`config.mk`:
```
export PLATFORM = sky130hd
export DESIGN_NAME = phs_bin_map
export DESIGN_NICKNAME = d
export VERILOG_FILES = /design/src/design/phs_pkg.sv /design/src/design/phs_bin_map.sv
export SDC_FILE = /design/constraint.sdc
export NUM_CORES = 1
export LEC_CHECK = 0
export ABC_AREA = 1
export BUFFER_PORTS_ARGS = -buffer_cell sky130_fd_sc_hd__buf_4
export CAP_MARGIN = 20
export CORE_ASPECT_RATIO = 1.1
export CORE_MARGIN = 4
export CORE_UTILIZATION = 70
export CTS_CLUSTER_SIZE = 28
export DETAILED_ROUTE_END_ITERATION = 16
export PLACE_DENSITY = 0.93
export SYNTH_ARGS = -nofsm -noshare
export SYNTH_HDL_FRONTEND = slang
export SYNTH_SLANG_ARGS = --single-unit
```
`constraint.sdc`:
```
create_clock -name aclk -period 9.8 [get_ports aclk]
set_input_delay 1.47 -clock aclk [delete_from_list [all_inputs] [get_ports aclk]]
set_output_delay 1.47 -clock aclk [all_outputs]
set_load 0.02 [all_outputs]
```
`src/design/phs_pkg.sv`:
```
package phs_pkg;

    localparam int NUM_BINS   = 1024;
    localparam int BIN_AW     = (NUM_BINS > 1) ? $clog2(NUM_BINS) : 1;
    localparam int COUNT_W    = 16;
    localparam int PC_W       = 32;
    localparam int SCALE_W    = 17;
    localparam int BINS_W     = 11;
    localparam int IDX_W      = 10;
    localparam int CFG_IDX_W  = 2;
    localparam int CFG_DATA_W = 32;
    localparam int PROD_W     = (PC_W - 1) + SCALE_W;

    localparam logic [SCALE_W-1:0] SCALE_MAX     = SCALE_W'(65536);
    localparam logic [BINS_W-1:0]  BINS_RESET    = BINS_W'(1024);

    localparam logic [1:0] REQ_SAMPLE = 2'd0;
    localparam logic [1:0] REQ_READ   = 2'd1;
    localparam logic [1:0] REQ_CLEAR  = 2'd2;

    localparam logic [CFG_IDX_W-1:0] CFG_BASE_PC     = CFG_IDX_W'(0);
    localparam logic [CFG_IDX_W-1:0] CFG_SCALE       = CFG_IDX_W'(1);
    localparam logic [CFG_IDX_W-1:0] CFG_BINS_IN_USE = CFG_IDX_W'(2);

    typedef struct packed {
        logic [1:0]       req_type;
        logic [PC_W-1:0]  pc_value;
        logic [IDX_W-1:0] read_bin;
    } in_item_t;

    typedef struct packed {
        logic               counted;
        logic [IDX_W-1:0]   bin_index;
        logic [COUNT_W-1:0] bin_count;
    } out_item_t;

    // bin mapping result handed from the mapper to the sequencer
    typedef struct packed {
        logic              hit;
        logic [BIN_AW-1:0] addr;
        logic [IDX_W-1:0]  index;
    } map_result_t;

endpackage

```
`src/design/phs_bin_map.sv`:
```
module phs_bin_map (
    input  logic                        aclk,
    input  logic                        load,
    input  logic [phs_pkg::PC_W-1:0]    pc_value,
    input  logic [phs_pkg::PC_W-1:0]    base_pc,
    input  logic [phs_pkg::SCALE_W-1:0] scale,
    input  logic [phs_pkg::BINS_W-1:0]  bins_in_use,
    output phs_pkg::map_result_t        result
);
    import phs_pkg::*;

    logic [PC_W-1:0]   diff_reg;
    logic              ok_reg;
    logic [PROD_W-1:0] prod_reg;
    logic              ok2_reg;
    logic [PC_W-1:0]   bin_full;
    logic [PC_W-1:0]   bins_ext;
    logic [PC_W-1:0]   limit;

    // stage 1: offset from base, stage 2: scale multiply
    always_ff @(posedge aclk) begin
        if (load) begin
            diff_reg <= pc_value - base_pc;
            ok_reg   <= (pc_value >= base_pc) && (scale != '0);
        end
        prod_reg <= PROD_W'(diff_reg[PC_W-1:1]) * PROD_W'(scale);
        ok2_reg  <= ok_reg;
    end

    always_comb begin
        bin_full = prod_reg[PROD_W-1:16];
        bins_ext = PC_W'(bins_in_use);
        limit    = (bins_ext > PC_W'(NUM_BINS)) ? PC_W'(NUM_BINS) : bins_ext;
        result.hit   = ok2_reg && (bin_full < limit);
        result.addr  = bin_full[BIN_AW-1:0];
        result.index = bin_full[IDX_W-1:0];
    end

endmodule

```
After elaboration in Yosys (flattened, before gate mapping)
Cells that the tools add are included.
- word-level logic and storage cells: 13
- bits in latches: 0
- input bits: 94
- output and inout port bits: 21
- RAM bits: 0
- memories kept: 0
- register bits after elaboration: 82
- ROM bits: 0
- div/mod/pow operators: 0
- reductions and logical operators: 3
- multipliers: 1
- bitwise logic cells: 0
- equality and inequality tests: 0
- add/subtract/negate cells: 1
- mux-type cells: 1
- $lt $le $gt $ge: 3
- shift operators: 0
- operators by type and width (operator ; count):
    multiplier 31 x 17 -> 48 bit ; 1
    >= comparator 32 bit ; 1
    less-than comparator 32 x 11 -> 1 bit ; 1
    subtractor 32 bit ; 1
    nonzero test 17 bit ; 1
    > comparator 11 bit (second input constant) ; 1
    2-to-1 mux 11 bit ; 1
    logical AND 1 bit ; 2

Depth between registers and ports, before layout
- depth in word-level cells: 4
- gate-level depth with buffers: 28
- gate-level depth less buffers: 26

Least setup slack after synthesis
No wires, ideal clock.
- kind: input to register
- start point: in scale[2] (netlist name)
- end point: reg prod_reg[43]
- setup time: 113 ps
- data arrival time: 6242 ps
- slack: 3446 ps
- stages: 21
- path buffers: 1
- path through: clkbuf_1 > nand2_1 > fa_1 > inv_1 > fa_1 > inv_1 > fa_1 > inv_1 > fa_1 > fa_1 > inv_1 > fa_1 > inv_1 > ha_1 > a21o_1 > nor2_1 > o21ai_0 > a21boi_0 > nand3_1 > nand2_1 > nand2_1
- longest elaborated chain between the ends: 1
- RTL lines (element ; line ; RTL):
    start, declared ; phs_bin_map.sv:6 ; input logic [phs_pkg::SCALE_W-1:0] scale,
    multiplier 31 x 17 -> 48 bit ; phs_bin_map.sv:26 ; prod_reg <= PROD_W'(diff_reg[PC_W-1:1]) * PROD_W'(scale);
    end signal, assigned ; phs_bin_map.sv:26 ;
    end, declared ; phs_bin_map.sv:14 ; logic [PROD_W-1:0] prod_reg;
Every way passes these cells.
A chain may end at the register's enable or synchronous reset.

Worst setup path after layout
- start point: in scale[2] (netlist name)
- end point: reg prod_reg[39]
Same word-level chain as after synthesis.

==> flow_summary_export.csv <==
group,metric,value,unit
timing,finalSetupViolCount,0,
logic_synthesis,syn_avg_cell_area,7.392,um^2
timing,hold_viol,0,
timing,worstMarginPinSlew,911.9,ps
routing,vias_per_cell,5.646,
setup_path,cp.depth,25,
finish,final_cell_mix,"844 x inv_1, 825 x nand2_1, 433 x fa_1, 162 x ha_1, 121 x nor2_1",
setup_path,critPathBufInv,9,
setup_path,reg2regPathDepth,24,
logic_synthesis,yosysSeqAreaShare,7.441,%
clocking,post_cts_buffers,0,
floorplanning,start_util,71.22,%
setup_path,critPathLaunch,"scale[2]",
timing,max_slew_margin,39.21,%
placement,gp_congestion,0.9785,
setup_path,worstPathArrival,7110,ps
setup_path,crit_path_frequent_cell,"inv_1",
worst_hold_path,hold_class,"register to register",
logic_synthesis,ys_ff_latch,65,
clocking,htreeDepth,3,
global_route,grt_max_degree,33,
finish,n_antenna_cell,0,
routing,dr_total_vias,18970,
finish,largest_reg_flops,32,
finish,areaGrowthSynthToFinish,5.110,%
setup_path,r2r_slack,3450,ps
logic_synthesis,synth.top_cell.area_share,39.78,%
setup_path,r2r_start,"diff_reg[30]",
clocking,ctsHoldBuffers,0,
setup_path,critPathMaxStageDelay,620,ps
timing,rsz0062_at_grt,"false",
outcome,status,"finished, final reports clean",
clocking,cts_buffer_depth,2,
global_route,met2_usage,65.41,%
finish,drive_above_1_share,5.193,%
timing,finalClockSkew,7.955,ps
finish,mostFrequentLayoutCell,"inv_1",
global_route,grt_usage,36.68,%
routing,firstDrtPassIters,6,
global_route,grt_first_pass_wirelength,99.05,mm
setup_path,critPathKind,"input port to register",
clocking,cts_resized,0,
logic_synthesis,ys_warn_count,0,
floorplanning,io-pin-count,115,
floorplanning,core,30600,um^2
placement,dp_hpwl,48.48,mm
run,cap_violations,0,
setup_path,r2r-end,"prod_reg[39]",
logic_synthesis,syn_area,21790,um^2
clocking,clock_sink_count,65,
setup_path,critical_path.max_fanout,32,
global_route,grt_pass1_vias,21138,
routing,drt_wl_total,59.15,mm
setup_path,cp-start-kind,"input port",
finish,fill_cells,2219,
floorplanning,die-area,34020,um^2
finish,seq_area,1622,um^2
floorplanning,die_w,176.2,um
logic_synthesis,syn_nets,3637,
finish,fin_nets,3630,
timing,min_period_over_period,70.02,%
routing,drtIter0Drc,1549,
setup_path,critPathCapture,"prod_reg[39]",
clocking,cts_tree,"yes",
clocking,insertion_delay,350,ps
timing,min_period,6862,ps
global_route,grt_use_met3,5.733,%
routing,drc,0,
clocking,cts-buffers-inserted,9,
global_route,top_usage_layer,"met2",
routing,ant_nets,0,
floorplanning,die_height,193.1,um
timing,fmax,145.7,MHz
timing,slew_viol_final,0,
logic_synthesis,synth_cell_types,37,
logic_synthesis,syn_inst,2948,
global_route,antenna_found_initial,0,
clocking,clockRootBuffer,"clkbuf_16",
routing,wl_per_cell,17.60,um
setup_path,cp_slowest_cell,"fa_1",
clocking,clk_pin_slew,50,ps
timing,setup_tns,0,ps
placement,portBuffers,114,
logic_synthesis,synthTopCellsByArea,"fa_1 40%, inv_1 15%, nand2_1 14%",
setup_path,cp-end-kind,"register",
finish,multi_input_area,16420,um^2
floorplanning,num_rows,67,
global_route,overflow,0,
global_route,grt_use_met1,41.25,%
setup_path,worstPathRequired,10040,ps
logic_synthesis,yosysTopAreaCell,"fa_1",
setup_path,crit_family,"adder cells",
[cells by family after synthesis]
kind of cell	after synthesis	synth area share [%]
simple gates	1069	19.48
compound gates	200	5.179
flops	65	7.441
buf+inv	979	17.21
xor+xnor	40	1.608
fa+ha+maj	595	49.08
[routing by layer]
metal	vias to the layer above	share of wire (%)
met5	-	0
met4	0	7.5
li1	8444	-
met2	1131	50
met3	383	8.9
met1	9012	33
[synth_stat cells]
library cell  instances
o211ai_1              4
a21boi_0              6
nand3_1              59
nor2_2                7
xor2_1               32
clkbuf_1            112
and3_1                3
buf_4                20
inv_2                 3
fa_1                433
o21a_1                4
a21o_1                5
nor2_1              121
and2_1                2
or2_1                 2
o2111ai_1             2
o21ai_0              49
o21ai_2               5
nor4_1               10
o21ai_1               4
a211oi_1              1
nand2_2               7
nand2_1             825
edfxtp_1             32
nor3_1               12
o311ai_0              1
a31oi_1               1
a21oi_1             100
nand4_1              18
a21oi_2               1
nor2_4                2
nand3_2               1
ha_1                162
o21bai_1             17
xnor2_1               8
dfxtp_1              33
inv_1               844
[worst min-delay path by stage]
stage / depth (start not counted) / start / end
after floorplan: 0 / ok_reg / ok2_reg
after global placement: 0 / ok_reg / ok2_reg
after detailed placement: 0 / ok_reg / ok2_reg
after CTS: 0 / ok_reg / ok2_reg
after global routing: 0 / ok_reg / ok2_reg
final: 0 / ok_reg / ok2_reg
[per-stage QoR]
step | worst slack [ps] | utilization, % | area, um^2 | std cells | hold slack, ps
floorplan | 3446 | - | 21790 | 2948 | 323.3
global placement | 2719 | 73.84 | 22590 | 3344 | 425.9
detailed placement | 2651 | 73.84 | 22590 | 3344 | 430.1
CTS | 3003 | 74.86 | 22900 | 3360 | 442.9
global route | 2663 | 74.86 | 22900 | 3360 | 439.6
finish | 2938 | 74.86 | 22900 | 3360 | 454.3
[layout make-up]
cell class                      instances  share of cell area (%)
Tap cell                              414                   2.262
Timing Repair Buffer                  114                   3.736
Multi-Input combinational cell       1904                   71.69
Inverter                              847                   13.88
Clock buffer                           14                   1.202
Sequential cell                        65                   7.080
Clock inverter                          2                  0.1530
Power is not shown: default switching activity piles up to over one toggle a cycle in this logic, so the estimate is an artifact.
